`src/rtl/lmfbs_pkg.sv`:
```
`timescale 1ns / 1ps
// ----------------------------------------------------------------------------
// LED matrix frame buffer scanner package
// Shared sizes, item opcodes and sequencer states.
// ----------------------------------------------------------------------------
package lmfbs_pkg;

    // Number of cascaded 8x8 modules in the chain (1 to 8).
    localparam int MODULES = 4;
    // One byte per column, eight columns per module.
    localparam int COLS    = 8 * MODULES;
    localparam int ADDR_W  = $clog2(COLS);

    typedef enum logic [2:0] {
        OP_PIXEL       = 3'd0,
        OP_COLUMN      = 3'd1,
        OP_ROW         = 3'd2,
        OP_CLEAR_SHOWN = 3'd3,
        OP_REFRESH     = 3'd4,
        OP_COPY        = 3'd5,
        OP_CLEAR_DRAW  = 3'd6,
        OP_COMMIT      = 3'd7
    } t_op;

    typedef enum logic [6:0] {
        S_INIT = 7'b0000001,
        S_IDLE = 7'b0000010,
        S_CLR  = 7'b0000100,
        S_COPY = 7'b0001000,
        S_ROW  = 7'b0010000,
        S_REF  = 7'b0100000,
        S_WAIT = 7'b1000000
    } t_state;

endpackage

```
`src/rtl/lmfbs_ram.sv`:
```
`timescale 1ns / 1ps
// ----------------------------------------------------------------------------
// Pixel bank RAM
// One byte per column, one write port, one read port, registered read data.
// ----------------------------------------------------------------------------
module lmfbs_ram (
    input  logic                          i_clk,
    input  logic                          i_we,
    input  logic [lmfbs_pkg::ADDR_W-1:0]  i_waddr,
    input  logic [7:0]                    i_wdata,
    input  logic [lmfbs_pkg::ADDR_W-1:0]  i_raddr,
    output logic [7:0]                    o_rdata
);

    logic [7:0] r_mem [lmfbs_pkg::COLS];
    logic [7:0] r_rdata;

    always_ff @(posedge i_clk) begin
        if (i_we) begin
            r_mem[i_waddr] <= i_wdata;
        end
    end

    always_ff @(posedge i_clk) begin
        r_rdata <= r_mem[i_raddr];
    end

    assign o_rdata = r_rdata;

endmodule

```
`src/rtl/led_matrix_frame_buffer_scanner.sv`:
```
`timescale 1ns / 1ps
// ----------------------------------------------------------------------------
// LED matrix frame buffer scanner
// Double-buffered pixel store for a chain of 8x8 LED matrix drivers.
// ----------------------------------------------------------------------------
// Usage:
//   Command channel: a word is taken at the clock edge where start is high
//   and busy is low. Result channel: each row byte is on the o_ ports for
//   exactly one cycle with o_valid high; the receiver cannot hold it off.
//   Busy states per command (COLS = 8 * MODULES columns):
//     column write       none (a word every cycle)
//     pixel write        S_WAIT (read-modify-write of one column byte)
//     clear shown/draw   S_CLR over all COLS (one zero write per cycle)
//     copy, row write    S_COPY/S_ROW, S_WAIT (read, modify, write back one column a cycle)
//     refresh, commit    S_REF, S_WAIT
//   A refresh walks rows 0..7 and modules last to first; each byte gathers
//   one bit from eight column bytes, read one at a time through the single
//   read port of the shown bank.
//   Commit swaps the shown and draw banks, then refreshes the new shown bank.
//   Reset: busy stays high in S_INIT while both banks are zeroed,
//   one column per cycle; the shown bank is bank A afterwards.
// ----------------------------------------------------------------------------
module led_matrix_frame_buffer_scanner (
    input  logic       i_clk,
    input  logic       i_rst_n,
    input  logic       start,
    output logic       busy,
    input  logic [2:0] i_op,
    input  logic       i_target,
    input  logic [5:0] i_column,
    input  logic [2:0] i_row,
    input  logic       i_pixel_on,
    input  logic [7:0] i_value,
    output logic       o_valid,
    output logic [3:0] o_digit_register,
    output logic [7:0] o_row_bits,
    output logic [2:0] o_module_index,
    output logic       o_chain_end,
    output logic       o_last
);

    localparam int AW = lmfbs_pkg::ADDR_W;
    localparam logic [AW-1:0] ADDR_LAST = AW'(lmfbs_pkg::COLS - 1);
    localparam logic [2:0]    MOD_LAST  = 3'(lmfbs_pkg::MODULES - 1);

    // Sequencer and sweep control
    lmfbs_pkg::t_state r_state, n_state;
    logic [AW-1:0]     r_addr, n_addr;
    logic              r_shown_is_b, n_shown_is_b;
    logic              r_bank, n_bank;        // bank read (and written, except copy)

    // Read return stage: tags of the read issued last cycle
    logic              r_ret_vld, n_ret_vld;
    lmfbs_pkg::t_op    r_ret_op, n_ret_op;
    logic [AW-1:0]     r_ret_addr, n_ret_addr;
    logic [2:0]        r_ret_row, n_ret_row;
    logic [2:0]        r_ret_mod, n_ret_mod;
    logic [2:0]        r_ret_col, n_ret_col;

    // Refresh issue position
    logic [2:0]        r_iss_row, n_iss_row;
    logic [2:0]        r_iss_mod, n_iss_mod;
    logic [2:0]        r_iss_col, n_iss_col;

    // Held command operands and byte gather
    logic [2:0]        r_row, n_row;
    logic              r_pixel_on, n_pixel_on;
    logic [7:0]        r_value, n_value;
    logic [7:0]        r_bits, n_bits;

    // Result register
    logic              r_valid, n_valid;
    logic [3:0]        r_digit, n_digit;
    logic [7:0]        r_row_bits, n_row_bits;
    logic [2:0]        r_mod_out, n_mod_out;
    logic              r_chain_end, n_chain_end;
    logic              r_last, n_last;

    // Memory ports
    logic              w_we_a, w_we_b;
    logic [AW-1:0]     w_waddr, w_raddr;
    logic [7:0]        w_wdata;
    logic [7:0]        w_rdata_a, w_rdata_b, w_rdata, w_mod;

    lmfbs_pkg::t_op    w_op;
    logic              w_accept;
    logic              w_col_ok;

    lmfbs_ram u_bank_a (
        .i_clk   (i_clk),
        .i_we    (w_we_a),
        .i_waddr (w_waddr),
        .i_wdata (w_wdata),
        .i_raddr (w_raddr),
        .o_rdata (w_rdata_a)
    );

    lmfbs_ram u_bank_b (
        .i_clk   (i_clk),
        .i_we    (w_we_b),
        .i_waddr (w_waddr),
        .i_wdata (w_wdata),
        .i_raddr (w_raddr),
        .o_rdata (w_rdata_b)
    );

    assign w_op     = lmfbs_pkg::t_op'(i_op);
    assign w_accept = start && (r_state == lmfbs_pkg::S_IDLE);
    assign w_col_ok = {1'b0, i_column} < 7'(lmfbs_pkg::COLS);
    assign w_rdata  = r_bank ? w_rdata_b : w_rdata_a;

    always_comb begin
        n_state      = r_state;
        n_addr       = r_addr;
        n_shown_is_b = r_shown_is_b;
        n_bank       = r_bank;
        n_ret_vld    = 1'b0;
        n_ret_op     = r_ret_op;
        n_ret_addr   = r_ret_addr;
        n_ret_row    = r_ret_row;
        n_ret_mod    = r_ret_mod;
        n_ret_col    = r_ret_col;
        n_iss_row    = r_iss_row;
        n_iss_mod    = r_iss_mod;
        n_iss_col    = r_iss_col;
        n_row        = r_row;
        n_pixel_on   = r_pixel_on;
        n_value      = r_value;
        n_bits       = r_bits;
        n_valid      = 1'b0;
        n_digit      = r_digit;
        n_row_bits   = r_row_bits;
        n_mod_out    = r_mod_out;
        n_chain_end  = r_chain_end;
        n_last       = r_last;
        w_we_a       = 1'b0;
        w_we_b       = 1'b0;
        w_waddr      = r_ret_addr;
        w_wdata      = '0;
        w_raddr      = r_addr;
        w_mod        = w_rdata;

        // Finish the read issued last cycle: modify and write back, or gather.
        if (r_ret_vld) begin
            case (r_ret_op)
                lmfbs_pkg::OP_PIXEL: begin
                    w_mod[~r_row] = r_pixel_on;
                    w_wdata = w_mod;
                    w_we_a  = !r_bank;
                    w_we_b  = r_bank;
                end
                lmfbs_pkg::OP_ROW: begin
                    // row pattern bit 7 lands on column 0 of every module
                    w_mod[~r_row] = r_value[~r_ret_addr[2:0]];
                    w_wdata = w_mod;
                    w_we_a  = !r_bank;
                    w_we_b  = r_bank;
                end
                lmfbs_pkg::OP_COPY: begin
                    w_wdata = w_rdata;
                    w_we_a  = r_bank;
                    w_we_b  = !r_bank;
                end
                lmfbs_pkg::OP_REFRESH: begin
                    if (r_ret_col == 3'd0) begin
                        n_bits = '0;
                    end
                    n_bits[r_ret_col] = w_rdata[~r_ret_row];
                    if (r_ret_col == 3'd7) begin
                        n_valid     = 1'b1;
                        n_digit     = {1'b0, r_ret_row} + 4'd1;
                        n_row_bits  = n_bits;
                        n_mod_out   = r_ret_mod;
                        n_chain_end = (r_ret_mod == 3'd0);
                        n_last      = (r_ret_mod == 3'd0) && (r_ret_row == 3'd7);
                    end
                end
                default: begin
                end
            endcase
        end

        case (r_state)
            lmfbs_pkg::S_INIT: begin
                w_we_a  = 1'b1;
                w_we_b  = 1'b1;
                w_waddr = r_addr;
                w_wdata = '0;
                n_addr  = r_addr + 1'b1;
                if (r_addr == ADDR_LAST) begin
                    n_addr  = '0;
                    n_state = lmfbs_pkg::S_IDLE;
                end
            end
            lmfbs_pkg::S_IDLE: begin
                if (w_accept) begin
                    n_addr = '0;
                    case (w_op)
                        lmfbs_pkg::OP_PIXEL: begin
                            if (w_col_ok) begin
                                w_raddr    = i_column[AW-1:0];
                                n_ret_vld  = 1'b1;
                                n_ret_op   = lmfbs_pkg::OP_PIXEL;
                                n_ret_addr = i_column[AW-1:0];
                                n_bank     = r_shown_is_b ^ i_target;
                                n_row      = i_row;
                                n_pixel_on = i_pixel_on;
                                n_state    = lmfbs_pkg::S_WAIT;
                            end
                        end
                        lmfbs_pkg::OP_COLUMN: begin
                            if (w_col_ok) begin
                                w_waddr = i_column[AW-1:0];
                                w_wdata = i_value;
                                w_we_a  = !(r_shown_is_b ^ i_target);
                                w_we_b  = r_shown_is_b ^ i_target;
                            end
                        end
                        lmfbs_pkg::OP_ROW: begin
                            n_bank  = r_shown_is_b;
                            n_row   = i_row;
                            n_value = i_value;
                            n_state = lmfbs_pkg::S_ROW;
                        end
                        lmfbs_pkg::OP_CLEAR_SHOWN: begin
                            n_bank  = r_shown_is_b;
                            n_state = lmfbs_pkg::S_CLR;
                        end
                        lmfbs_pkg::OP_CLEAR_DRAW: begin
                            n_bank  = !r_shown_is_b;
                            n_state = lmfbs_pkg::S_CLR;
                        end
                        lmfbs_pkg::OP_COPY: begin
                            n_bank  = r_shown_is_b;
                            n_state = lmfbs_pkg::S_COPY;
                        end
                        lmfbs_pkg::OP_REFRESH: begin
                            n_bank    = r_shown_is_b;
                            n_iss_row = '0;
                            n_iss_mod = MOD_LAST;
                            n_iss_col = '0;
                            n_state   = lmfbs_pkg::S_REF;
                        end
                        lmfbs_pkg::OP_COMMIT: begin
                            n_shown_is_b = !r_shown_is_b;
                            n_bank       = !r_shown_is_b;
                            n_iss_row    = '0;
                            n_iss_mod    = MOD_LAST;
                            n_iss_col    = '0;
                            n_state      = lmfbs_pkg::S_REF;
                        end
                        default: begin
                        end
                    endcase
                end
            end
            lmfbs_pkg::S_CLR: begin
                w_waddr = r_addr;
                w_wdata = '0;
                w_we_a  = !r_bank;
                w_we_b  = r_bank;
                n_addr  = r_addr + 1'b1;
                if (r_addr == ADDR_LAST) begin
                    n_addr  = '0;
                    n_state = lmfbs_pkg::S_IDLE;
                end
            end
            lmfbs_pkg::S_COPY, lmfbs_pkg::S_ROW: begin
                w_raddr    = r_addr;
                n_ret_vld  = 1'b1;
                n_ret_op   = (r_state == lmfbs_pkg::S_COPY) ? lmfbs_pkg::OP_COPY
                                                            : lmfbs_pkg::OP_ROW;
                n_ret_addr = r_addr;
                n_addr     = r_addr + 1'b1;
                if (r_addr == ADDR_LAST) begin
                    n_addr  = '0;
                    n_state = lmfbs_pkg::S_WAIT;
                end
            end
            lmfbs_pkg::S_REF: begin
                // column byte m*8+c carries bit (7-r) of row r
                w_raddr   = AW'({r_iss_mod, r_iss_col});
                n_ret_vld = 1'b1;
                n_ret_op  = lmfbs_pkg::OP_REFRESH;
                n_ret_row = r_iss_row;
                n_ret_mod = r_iss_mod;
                n_ret_col = r_iss_col;
                n_iss_col = r_iss_col + 3'd1;
                if (r_iss_col == 3'd7) begin
                    if (r_iss_mod == 3'd0) begin
                        n_iss_mod = MOD_LAST;
                        n_iss_row = r_iss_row + 3'd1;
                        if (r_iss_row == 3'd7) begin
                            n_state = lmfbs_pkg::S_WAIT;
                        end
                    end else begin
                        n_iss_mod = r_iss_mod - 3'd1;
                    end
                end
            end
            lmfbs_pkg::S_WAIT: begin
                // last read returns this cycle
                n_state = lmfbs_pkg::S_IDLE;
            end
            default: begin
                n_state = lmfbs_pkg::S_IDLE;
            end
        endcase
    end

    always_ff @(posedge i_clk) begin
        if (!i_rst_n) begin
            r_state      <= lmfbs_pkg::S_INIT;
            r_addr       <= '0;
            r_shown_is_b <= 1'b0;
            r_ret_vld    <= 1'b0;
            r_valid      <= 1'b0;
        end else begin
            r_state      <= n_state;
            r_addr       <= n_addr;
            r_shown_is_b <= n_shown_is_b;
            r_ret_vld    <= n_ret_vld;
            r_valid      <= n_valid;
        end
    end

    always_ff @(posedge i_clk) begin
        r_bank      <= n_bank;
        r_ret_op    <= n_ret_op;
        r_ret_addr  <= n_ret_addr;
        r_ret_row   <= n_ret_row;
        r_ret_mod   <= n_ret_mod;
        r_ret_col   <= n_ret_col;
        r_iss_row   <= n_iss_row;
        r_iss_mod   <= n_iss_mod;
        r_iss_col   <= n_iss_col;
        r_row       <= n_row;
        r_pixel_on  <= n_pixel_on;
        r_value     <= n_value;
        r_bits      <= n_bits;
        r_digit     <= n_digit;
        r_row_bits  <= n_row_bits;
        r_mod_out   <= n_mod_out;
        r_chain_end <= n_chain_end;
        r_last      <= n_last;
    end

    assign busy             = (r_state != lmfbs_pkg::S_IDLE);
    assign o_valid          = r_valid;
    assign o_digit_register = r_digit;
    assign o_row_bits       = r_row_bits;
    assign o_module_index   = r_mod_out;
    assign o_chain_end      = r_chain_end;
    assign o_last           = r_last;

    // A byte only leaves from a refresh walk.
    a_valid_from_refresh: assert property (@(posedge i_clk) disable iff (!i_rst_n)
        o_valid |-> ($past(r_state) == lmfbs_pkg::S_REF
                  || $past(r_state) == lmfbs_pkg::S_WAIT))
        else $error("result strobe outside a refresh");

    // The final byte of a refresh also closes its row.
    a_last_ends_row: assert property (@(posedge i_clk) disable iff (!i_rst_n)
        (o_valid && o_last) |-> (o_chain_end && o_digit_register == 4'd8))
        else $error("last byte not at end of row eight");

    // No read is left pending once the block reports idle.
    a_idle_no_return: assert property (@(posedge i_clk) disable iff (!i_rst_n)
        !busy |-> !r_ret_vld)
        else $error("pending read while idle");

    // Commit swaps the bank roles.
    a_commit_swaps: assert property (@(posedge i_clk) disable iff (!i_rst_n)
        (start && !busy && i_op == lmfbs_pkg::OP_COMMIT)
        |=> (r_shown_is_b != $past(r_shown_is_b)))
        else $error("commit did not swap banks");

endmodule

```
`config.mk`:
```
export PLATFORM = sky130hd
export DESIGN_NAME = led_matrix_frame_buffer_scanner
export DESIGN_NICKNAME = d
export VERILOG_FILES = /design/src/rtl/lmfbs_pkg.sv /design/src/rtl/lmfbs_ram.sv /design/src/rtl/led_matrix_frame_buffer_scanner.sv
export SDC_FILE = /design/constraint.sdc
export NUM_CORES = 1
export LEC_CHECK = 0
export BUFFER_PORTS_ARGS = -buffer_cell sky130_fd_sc_hd__buf_4
export CAP_MARGIN = 20
export CORE_UTILIZATION = 40
export CTS_CLUSTER_DIAMETER = 60
export CTS_CLUSTER_SIZE = 14
export DETAILED_ROUTE_END_ITERATION = 12
export GPL_ROUTABILITY_DRIVEN = 1
export GPL_TIMING_DRIVEN = 0
export PLACE_DENSITY_LB_ADDON = 0.3
export SYNTH_ARGS = -nofsm -noshare
export SYNTH_HDL_FRONTEND = slang
export SYNTH_SLANG_ARGS = --single-unit
```
`constraint.sdc`:
```
create_clock -name i_clk -period 5.2 [get_ports i_clk]
set_clock_uncertainty 0.05 [all_clocks]
set_input_delay 0.52 -clock i_clk [delete_from_list [all_inputs] [get_ports i_clk]]
set_output_delay 0.52 -clock i_clk [all_outputs]
set_load 0.02 [all_outputs]
```
# Word-level counts from Yosys, hierarchy flattened
# Memories as Yosys holds them, arrays and structs flattened. A register that Yosys moved wholly into a read port is not among the register bits.
# Index checks and enable logic that the tools add are counted.
word_totals:
  mem_count: 2
  ram_bits: 512
  reg_bits: 79
  word_cells: 202
memory_table:
  columns: ["name", "words", "word_bits", "read_ports", "rd_ports_with_merged_regs", "wr", "line", "rtl"]
  rows:
  - ["u_bank_a.r_mem", 32, 8, 1, 1, 1, "lmfbs_ram.sv:15", "logic [7:0] r_mem [lmfbs_pkg::COLS];"]
  - ["u_bank_b.r_mem", 32, 8, 1, 1, 1, "lmfbs_ram.sv:15", null]
op_classes:
  eq_ne: 34
  n_mux: 85
  reduce_logical: 42
  add_sub_neg: 5
  bitwise_logic: 4
  n_lt_le_gt_ge: 7
op_table:
  columns: ["op", "count"]
  rows:
  - ["two-way mux 8 bit", 8]
  - ["two-way mux 5 bit", 10]
  - ["two-way mux 7 bit", 7]
  - ["one-hot mux 5 bit (2 select lines)", 4]
  - ["two-way mux 3 bit", 13]
  - ["one-hot mux 7 bit (5 select lines)", 1]
  - ["equality test 3 bit, second input constant", 10]
  - ["one-hot mux 7 bit (4 select lines)", 1]
  - ["bitwise mux 8 bit", 3]
  - ["one-hot mux 3 bit (2 select lines)", 4]
  - ["one-hot mux 8 bit (3 select lines)", 1]
  - ["two-way mux 1 bit", 21]
  - ["AND reduction 4 bit", 5]
  - ["AND reduction 3 bit", 6]
  - ["< comparator 3 x 4 -> 1 bit, second input constant", 4]
  - ["inequality test 2 bit, second input constant", 8]
  - ["one-hot mux 8 bit (2 select lines)", 1]
  - ["logical NOT 3 bit", 5]
  - ["OR reduction 2 bit", 6]
  - ["equality test 3 x 2 -> 1 bit, second input constant", 3]
  - ["inverter 3 bit", 3]
  - ["one-hot mux 1 bit (3 select lines)", 3]
  - ["one-hot mux 3 bit (3 select lines)", 1]
  - ["AND reduction 8 bit", 1]
  - ["other kinds (30)", 48]

# Logic depth before layout (Yosys ltp)
# Gate-level depths: netlist of the first run.
logic_depth:
  depth_word: 12
  depth_mapped: 13

# By module
# Synthesis of the first run repeated with hierarchy kept, for this count alone.
hier_totals:
  hier_cells: 1255
  hier_area_um2: 24501.0
modules_own_cells:
  columns: ["mod", "seq_area_each_um2", "area_each_um2", "cells_each", "n_inst"]
  rows:
  - ["lmfbs_ram", 7847.5, 10053.4, 417, 2]
  - ["led_matrix_frame_buffer_scanner", 2222.1, 4394.2, 421, 1]

# Worst setup path before layout of the first run
# No wires, ideal clock.
synth_path:
  path_kind: "register to register"
  from: "reg r_state[3]"
  to: "mem u_bank_a.r_mem[0][0], data pin"
  path_stages_with_launch: 9
  path_slack_ns: -0.083
  setup_ns: 0.702
  synth_period_minus_slack_ns: 5.283
  t_arrival_ns: 4.532
  path_cell_list: "dfxtp_1 -> buf_4 -> or4_1 -> buf_2 -> nor2_2 -> inv_2 -> o21bai_1 -> o211ai_1 -> o21ai_0"
synth_via:
  elab_chain_cells: 4
  word_cells_on_any_way: 7
  cone_classes: "eq/ne: 3; mux: 2; reduce/logical: 2"
synth_lines:
  columns: ["element", "line", "rtl"]
  rows:
  - ["from (decl)", "led_matrix_frame_buffer_scanner.sv:47", "lmfbs_pkg::t_state r_state, n_state;"]
  - ["from (signal assigned)", "led_matrix_frame_buffer_scanner.sv:313", "r_state <= lmfbs_pkg::S_INIT;"]
  - ["from (signal assigned)", "led_matrix_frame_buffer_scanner.sv:319", "r_state <= n_state;"]
  - ["equality test 7 x 2 -> 1 bit", "led_matrix_frame_buffer_scanner.sv:108, led_matrix_frame_buffer_scanner.sv:183", null]
  - ["logical AND 1 bit", "led_matrix_frame_buffer_scanner.sv:108", "assign w_accept = start && (r_state == lmfbs_pkg::S_IDLE);"]
  - ["two-way mux 8 bit", "led_matrix_frame_buffer_scanner.sv:196", "if (w_accept) begin"]
  - ["one-hot mux 8 bit (2 select lines) (*)", "led_matrix_frame_buffer_scanner.sv:183", "case (r_state)"]
  - ["net u_bank_a.i_wdata[0]", "lmfbs_ram.sv:10", "input logic [7:0] i_wdata,"]
  - ["to (decl)", "lmfbs_ram.sv:15", null]
# The timed path passes the listed nets; every way through them passes the cells marked *.

# Final worst setup path of the first run
layout_path:
  from: "reg r_state[3]"
  to: "mem u_bank_a.r_mem[19][1], enable pin"
layout_via:
  elab_chain_cells: 6
  word_cells_on_any_way: 11
  cone_classes: "eq/ne: 3; mux: 6; reduce/logical: 2"
layout_lines:
  columns: ["element", "line", "rtl"]
  rows:
  - ["equality test 7 x 2 -> 1 bit", "led_matrix_frame_buffer_scanner.sv:108, led_matrix_frame_buffer_scanner.sv:183", null]
  - ["logical AND 1 bit", "led_matrix_frame_buffer_scanner.sv:108", null]
  - ["two-way mux 1 bit", "led_matrix_frame_buffer_scanner.sv:196", null]
  - ["one-hot mux 1 bit (3 select lines)", "led_matrix_frame_buffer_scanner.sv:183", null]
  - ["two-way mux 1 bit", "lmfbs_ram.sv:19", "if (i_we) begin"]
  - ["two-way mux 1 bit (not written as such)", "lmfbs_ram.sv:20", "r_mem[i_waddr] <= i_wdata;"]
# Several ways; a longest one is shown, not always the timed one.

==> metrics.md, run 1 <==
| Metric | Value |
|---|---|
| IO buf count | `39` |
| Endpoint class of the critical path | `flip-flop` |
| Synth top area share | `between 60% and 70%` |
| Synth area leaders | `edfxtp_1, mux2i_1, mux2_2, dfxtp_1, nand2_1` |
| Num CTS Buffers | `52` |
| Final std cells w/o fill | `about 2600` |
| Cell Chain, Critical Path | `buf_4 > or4_1 > buf_2 > nor2_2 > inv_2 > o21bai_1 > nand2_1 > o21ai_1 > nand3_1 > nor2_1` |
| Yosys warns | `0` |
| Root Buffer | `clkbuf_16` |
| Static leakage power | `approximately 9.4 nW` |
| Fmax | `approximately 220 MHz` |
| CTS tree | `yes` |
| Clock-pin slew on the worst setup and hold paths | `approximately 0.070 ns` |
| Via density | `around 5.5` |
| PwrDens | `around 400 nW/um^2` |
| Post-synth net total | `between 1500 and 2000` |
| Fin nets | `roughly 1700` |
| Post-Syn Instances | `1600` |
| Site Rows | `between 90 and 100` |
| Mapped cell area | `between 20000 and 30000 um^2` |
| Initial antenna violation count | `0` |
| Routability cong. | `slightly below 0.9` |
| Vias | `approximately 14000` |
| Post-DP HPWL | `around 43 mm` |
| Die ar. | `~64000 um^2` |
| RSZ-0062 raised after global routing | `no` |
| Peak VDD IR | `around 230 uV` |
| I/O Pins | `44` |
| Worst Hold Launch | `i_row[2]` |
| Top FF cell, synth | `edfxtp_1` |
| N_diodes | `0` |
| First-pass GRT wire length | `roughly 90 mm` |
| Detailed Route WL | `61.4 mm` |
| Starting Density | `around two fifths` |
| Delay of the slowest critical-path stage | `a little over 0.9 ns` |
| Clock sinks | `607` |
| Outcome | `finished clean` |
| Die Y | `roughly 250 um` |
| Critical Path Slowest Stage Cell | `nor2_1` |
| Core area | `just over 60000 um^2` |
| Sequential area share after synthesis | `a little under three quarters` |
| Global route overflow | `0` |
| Critical Path AT | `4.79 ns` |
| Global-route usage over all layers | `roughly a fifth` |
| Power, Total | `11.5 mW` |
| WP data required | `approximately 5.4 ns` |
| Distinct cells, synth | `75` |
| Setup TNS | `0 ns` |
| Layout cells sized above 1 | `17.6%` |
| CP startpoint | `r_state[3]` |
| Largest area contributor in the netlist | `edfxtp_1` |
| Syn Area/Cell | `about 16 um^2` |
| Area Overhead vs Synth | `12.9%` |
| Die Wd | `about 250 um` |
| Final period utilization | `89.0%` |
| Critical path class | `reg2reg` |
| 1st-iter DRT viols | `roughly 1200` |
| Final Hold Vio Count | `0` |
| CP startpoint kind | `flip-flop` |
| CTS HTree Levels | `2` |
| Drt pass-1 iters | `5` |
| Clk buf depth | `3` |
| Post-route ant nets | `0` |
| Drt drc | `0` |
| Largest net degree at the start of global routing | `39` |
| Slew Viols, Final | `0` |
| Layout fillers | `about 5300` |
| Asr flop ratio synth | `0%` |
| Setup violations, final | `0` |
| Flops & latches, synth | `approximately 610` |
| EDFF count, synth | `approximately 580` |
| Post-CTS sizing | `0` |
| Post-CTS setup buffers | `0` |
| Max-cap violation count | `0` |
| Worst rel slew slack | `15.8%` |
| R2R Path Start | `r_state[3]` |
| HP Class | `in2reg` |
| Skew-Pair Late Insertion Delay | `0.62 ns` |
| Hold Slack | `0.0367 ns` |
| Slew @ Worst Pin | `about 1.3 ns` |
| Vias in the first global route | `about 14000` |
| Min Tclk post-route | `4.63 ns` |
| CP max FO | `10` |
| Per-cell routed wire length | `23.8 um` |
| Placed insts | `2488` |
[synthesized netlist by cell type, types with 11 or more instances]
master,n
mux2_2,93
dfxtp_1,31
nor2b_1,13
clkbuf_1,20
inv_1,15
a21oi_1,66
edfxtp_1,576
o21ai_0,24
nor3_1,11
buf_4,18
or4_1,17
mux2i_1,239
o211a_1,18
o22ai_1,35
buf_2,34
nand2_1,114
nor2_1,94
a22oi_1,32
[cell type report]
class                           count  area [um^2]  share of cell area, %
Sequential cell                   607        17900                   62.8
Multi-Input combinational cell    896         6920                   24.3
Clock buffer                       78         1470                   5.16
Tap cell                          837         1050                   3.67
Timing Repair Buffer               53          546                   1.91
Buffer                             80          455                   1.60
Clock inverter                      8          100                  0.351
Inverter                           17         63.8                  0.224
[repair_timing]
action                     CTS  global route
setup endpoints to repair    0             0
hold buffers                 1             0
hold endpoints to repair     1             0
[state kept, by name (all words and copies together), names as in the netlist, 3 cells and up]
| signal | flops |
|---|---|
| o_digit_register | 4 |
| o_module_index | 3 |
| o_row_bits | 8 |
| r_addr | 5 |
| r_bits | 8 |
| r_iss_col | 3 |
| r_iss_mod | 3 |
| r_iss_row | 3 |
| r_ret_addr | 5 |
| r_ret_col | 3 |
| r_ret_mod | 3 |
| r_ret_op | 3 |
| r_ret_row | 3 |
| r_row | 3 |
| r_state | 7 |
| r_value | 8 |
| u_bank_a.o_rdata | 8 |
| u_bank_a.r_mem | 256 |
| u_bank_b.o_rdata | 8 |
| u_bank_b.r_mem | 256 |
[worst paths after layout]
check | to | slack [ns] | depth (start not counted)
setup / recovery | u_bank_a.r_mem[19][1] | 0.57 | 10
hold / removal | r_row[2] | 0.04 | 1
setup reg to reg | u_bank_a.r_mem[19][1] | 0.57 | 10
hold reg to reg | o_module_index[0] | 0.41 | 0
[cells by family after synthesis]
group           count (synthesis)  share of synthesized area (%)
fa+ha+maj                      10                          0.495
compound gates                229                           6.10
flops                         607                           70.9
simple gates                  315                           6.29
buf+inv                        97                           2.06
xor+xnor                        7                          0.243
mux                           335                           13.9
[stage by stage]
step / util, % / area (um^2) / setup slack [ns]
2_1_floorplan: - / 25300 / -0.0832
3_3_place_gp: 42.9 / 26600 / -4.31
3_5_place_dp: 43.4 / 26900 / 0.789
4_1_cts: 46.0 / 28500 / 0.724
5_1_grt: 46.0 / 28500 / 0.486
6_report: 46.0 / 28500 / 0.570
[layer usage]
layer  vias to the layer above  track usage [%]  share of wire, %
met1                      7216             25.7                42
met4                         0             7.27               3.5
met5                         -                0                 0
met3                       116             3.54               7.2
li1                       6414                -                 -
met2                       498             30.8                47
[cell usage in the layout, fill, tap and decap left out, types with 4 or more instances in the layout]
master     netlist  final
edfxtp_1       576    576
o21ai_1          4      4
o22ai_1         35     35
buf_12           0      7
nand2_1        114    114
mux2_2          93     93
ha_1            10     10
buf_4           18     59
xor2_1           4      4
buf_2           34     34
nand3_1         10     10
o21ai_4          0      8
o211a_1         18     18
or4_1           17     17
nor2_1          94     94
a31oi_1          6      6
a211oi_1         5      5
clkbuf_16        0     54
a21oi_1         66     66
o211ai_1         7      7
or3_1            4      4
dfxtp_1         31     31
nor3_1          11     11
mux2i_1        239    239
inv_1           15     15
nor2b_1         13     13
buf_6            6      6
clkbuf_1        20     41
a22oi_1         32     32
o21ai_0         24     16
and3_1          10     10
and2_1           8      8
[worst max-delay path, delay by kind of cell (launching register included)]
family,cells,cell delay (ns)
compound gates,2,0.85
flops,1,0.30
buf+inv,3,0.49
simple gates,5,2.54
[power by group]
part / switching, mW / total, mW / internal (mW)
Clock: 1.73 / 3.74 / 2.01
Combinational: 1.33 / 2.13 / 0.806
Sequential: 0.0861 / 5.67 / 5.59
Total: 3.15 / 11.5 / 8.40
Note: power is estimated with default switching activity, not from simulation.
==> inputs of run 2 (changes only) <==
CORE_MARGIN = 1.5   (was default)
HOLD_SLACK_MARGIN = 0.06   (was default)
SKIP_CTS_REPAIR_TIMING = 1   (was default)
==> metrics.md, run 2 (synthesized netlist as in run 1, its figures left out) <==
| Metric | Value |
|---|---|
| RSZ-0062 raised after global routing | `no` |
| Drt drc | `0` |
| First-pass GRT wire length | `just over 90 mm` |
| Endpoint class of the critical path | `flip-flop` |
| GRT busiest layer | `met2` |
| WP data required | `between 5 and 6 ns` |
| PwrDens | `approximately 400 nW/um^2` |
| Routability cong. | `about 0.91` |
| Die Y | `254 um` |
| Met2 GRT Util | `roughly 31%` |
| Post-DP Area | `around 27000 um^2` |
| Max-cap violation count | `0` |
| Fin nets | `roughly 1800` |
| Area Overhead vs Synth | `14.0%` |
| Via density | `~5.5` |
| Hold Slack | `0.0734 ns` |
| Skew-Pair Late Insertion Delay | `a little over 0.6 ns` |
| Setup violations, final | `0` |
| Most frequent cells in the layout | `edfxtp_1, mux2i_1, nand2_1` |
| Largest net degree at the start of global routing | `38` |
| Critical Path Slowest Stage Cell | `a222oi_1` |
| Met1 usage | `25.8%` |
| Final period utilization | `just under 90%` |
| Post-DP HPWL | `between 40 and 50 mm` |
| Post-route ant nets | `0` |
| Num CTS Buffers | `between 50 and 60` |
| Clock-pin slew on the worst setup and hold paths | `approximately 0.07 ns` |
| R2R Path Start | `r_state[3]` |
| Per-cell routed wire length | `23.9 um` |
| Final Hold Vio Count | `0` |
| Family with the most delay on the worst path | `simple AND/OR/NAND/NOR gates` |
| Vias in the first global route | `between 10000 and 15000` |
| Power, Total | `roughly 12 mW` |
| R2R setup slack | `0.64 ns` |
| Delay of the slowest critical-path stage | `~1.0 ns` |
| Vias | `around 14000` |
| Initial antenna violation count | `0` |
| Clock sinks | `607` |
| Root Buffer | `clkbuf_16` |
| Slew Viols, Final | `0` |
| Worst rel slew slack | `a little over a fifth` |
| Cell Chain, Critical Path | `buf_4 > nor4_4 > o211ai_1 > o21bai_1 > a222oi_1 > nor2b_1 > nand2_1 > nor2_1` |
| IO buf count | `39` |
| Critical path class | `reg2reg` |
| Biggest regs | `u_bank_a.r_mem x256, u_bank_b.r_mem x256` |
| Detailed Route WL | `62.0 mm` |
| CTS HTree Levels | `2` |
| Min Tclk post-route | `about 4.6 ns` |
| Buffers & Inverters on Critical Path | `1` |
| 1st-iter DRT viols | `1392` |
| Layout cells sized above 1 | `17.7%` |
| Critical Path AT | `roughly 4.7 ns` |
| CP max FO | `8` |
| Die ar. | `between 60000 and 70000 um^2` |
| Global route overflow | `0` |
| Peak VDD IR | `262 uV` |
| Clk buf depth | `3` |
| Slew @ Worst Pin | `1.19 ns` |
| M3 GR Usage | `under 10%` |
| CP startpoint kind | `flip-flop` |
| Final Cell Area | `about 29000 um^2` |
| CP startpoint | `r_state[3]` |
| Commonest non-fill, non-tap cell in the layout | `edfxtp_1` |
| Site Rows | `91` |
| HP Class | `in2reg` |
| Fmax | `between 200 and 250 MHz` |
| Global-route usage over all layers | `19.2%` |
| Core area | `slightly above 60000 um^2` |
| Starting Density | `40.7%` |
| Outcome | `finished clean` |
| Worst Hold Launch | `i_value[7]` |
| N_diodes | `0` |
| CTS tree | `yes` |
| Die Wd | `about 250 um` |
| Drt pass-1 iters | `7` |
| Static leakage power | `about 9.5 nW` |
| I/O Pins | `44` |
## run 2: cell count changes in the layout (fill, tap and decap cells not counted), sizes merged
| cell | change |
|---|---|
| inv | -3 |
| clkinvlp | +1 |
| clkinv | -1 |
| bufinv | +4 |
| dlygate4sd3 | +10 |
| clkbuf | +11 |
## run 2: worst paths after layout
path                                        endpoint  cells past startpoint
worst max-delay path            u_bank_b.r_mem[1][7]                      8
worst min-delay path                      r_value[7]                      1
worst max register to register  u_bank_b.r_mem[1][7]                      8
worst min register to register     o_module_index[0]                      0
## run 2: final cells by class
class | count | area [um^2]
inverter | 17 | 63.8
tap | 837 | 1050
fill | 5244 | 33200
multi-input combinational | 896 | 6920
clock buffer | 89 | 1560
sequential | 607 | 17900
timing repair buffer | 63 | 649
buffer | 80 | 455
clock inverter | 9 | 188
## run 2: stage by stage
| step | worst slack (ns) | std cells | util, % | TNS, ns |
|---|---|---|---|---|
| 2_1_floorplan | -0.0832 | 1600 | - | -42.57 |
| 3_3_place_gp | -4.61 | 2476 | 42.9 | -2167.90 |
| 3_5_place_dp | 0.754 | 2488 | 43.4 | 0 |
| 4_1_cts | 0.731 | 2586 | 46.2 | 0 |
| 5_1_grt | 0.517 | 2598 | 46.4 | 0 |
| 6_report | 0.641 | 2598 | 46.4 | 0 |
## run 2: per-layer routing
layer | part of all wire (%) | vias up
li1 | - | 6447
met1 | 43 | 7211
met2 | 47 | 515
met3 | 6.2 | 118
met4 | 3.3 | 0
met5 | 0 | -
## run 2: power breakdown
group | internal, mW | switching, mW | total [mW]
sequential | 5.59 | 0.0866 | 5.67
clock | 2.30 | 1.74 | 4.04
combinational | 0.811 | 1.34 | 2.15
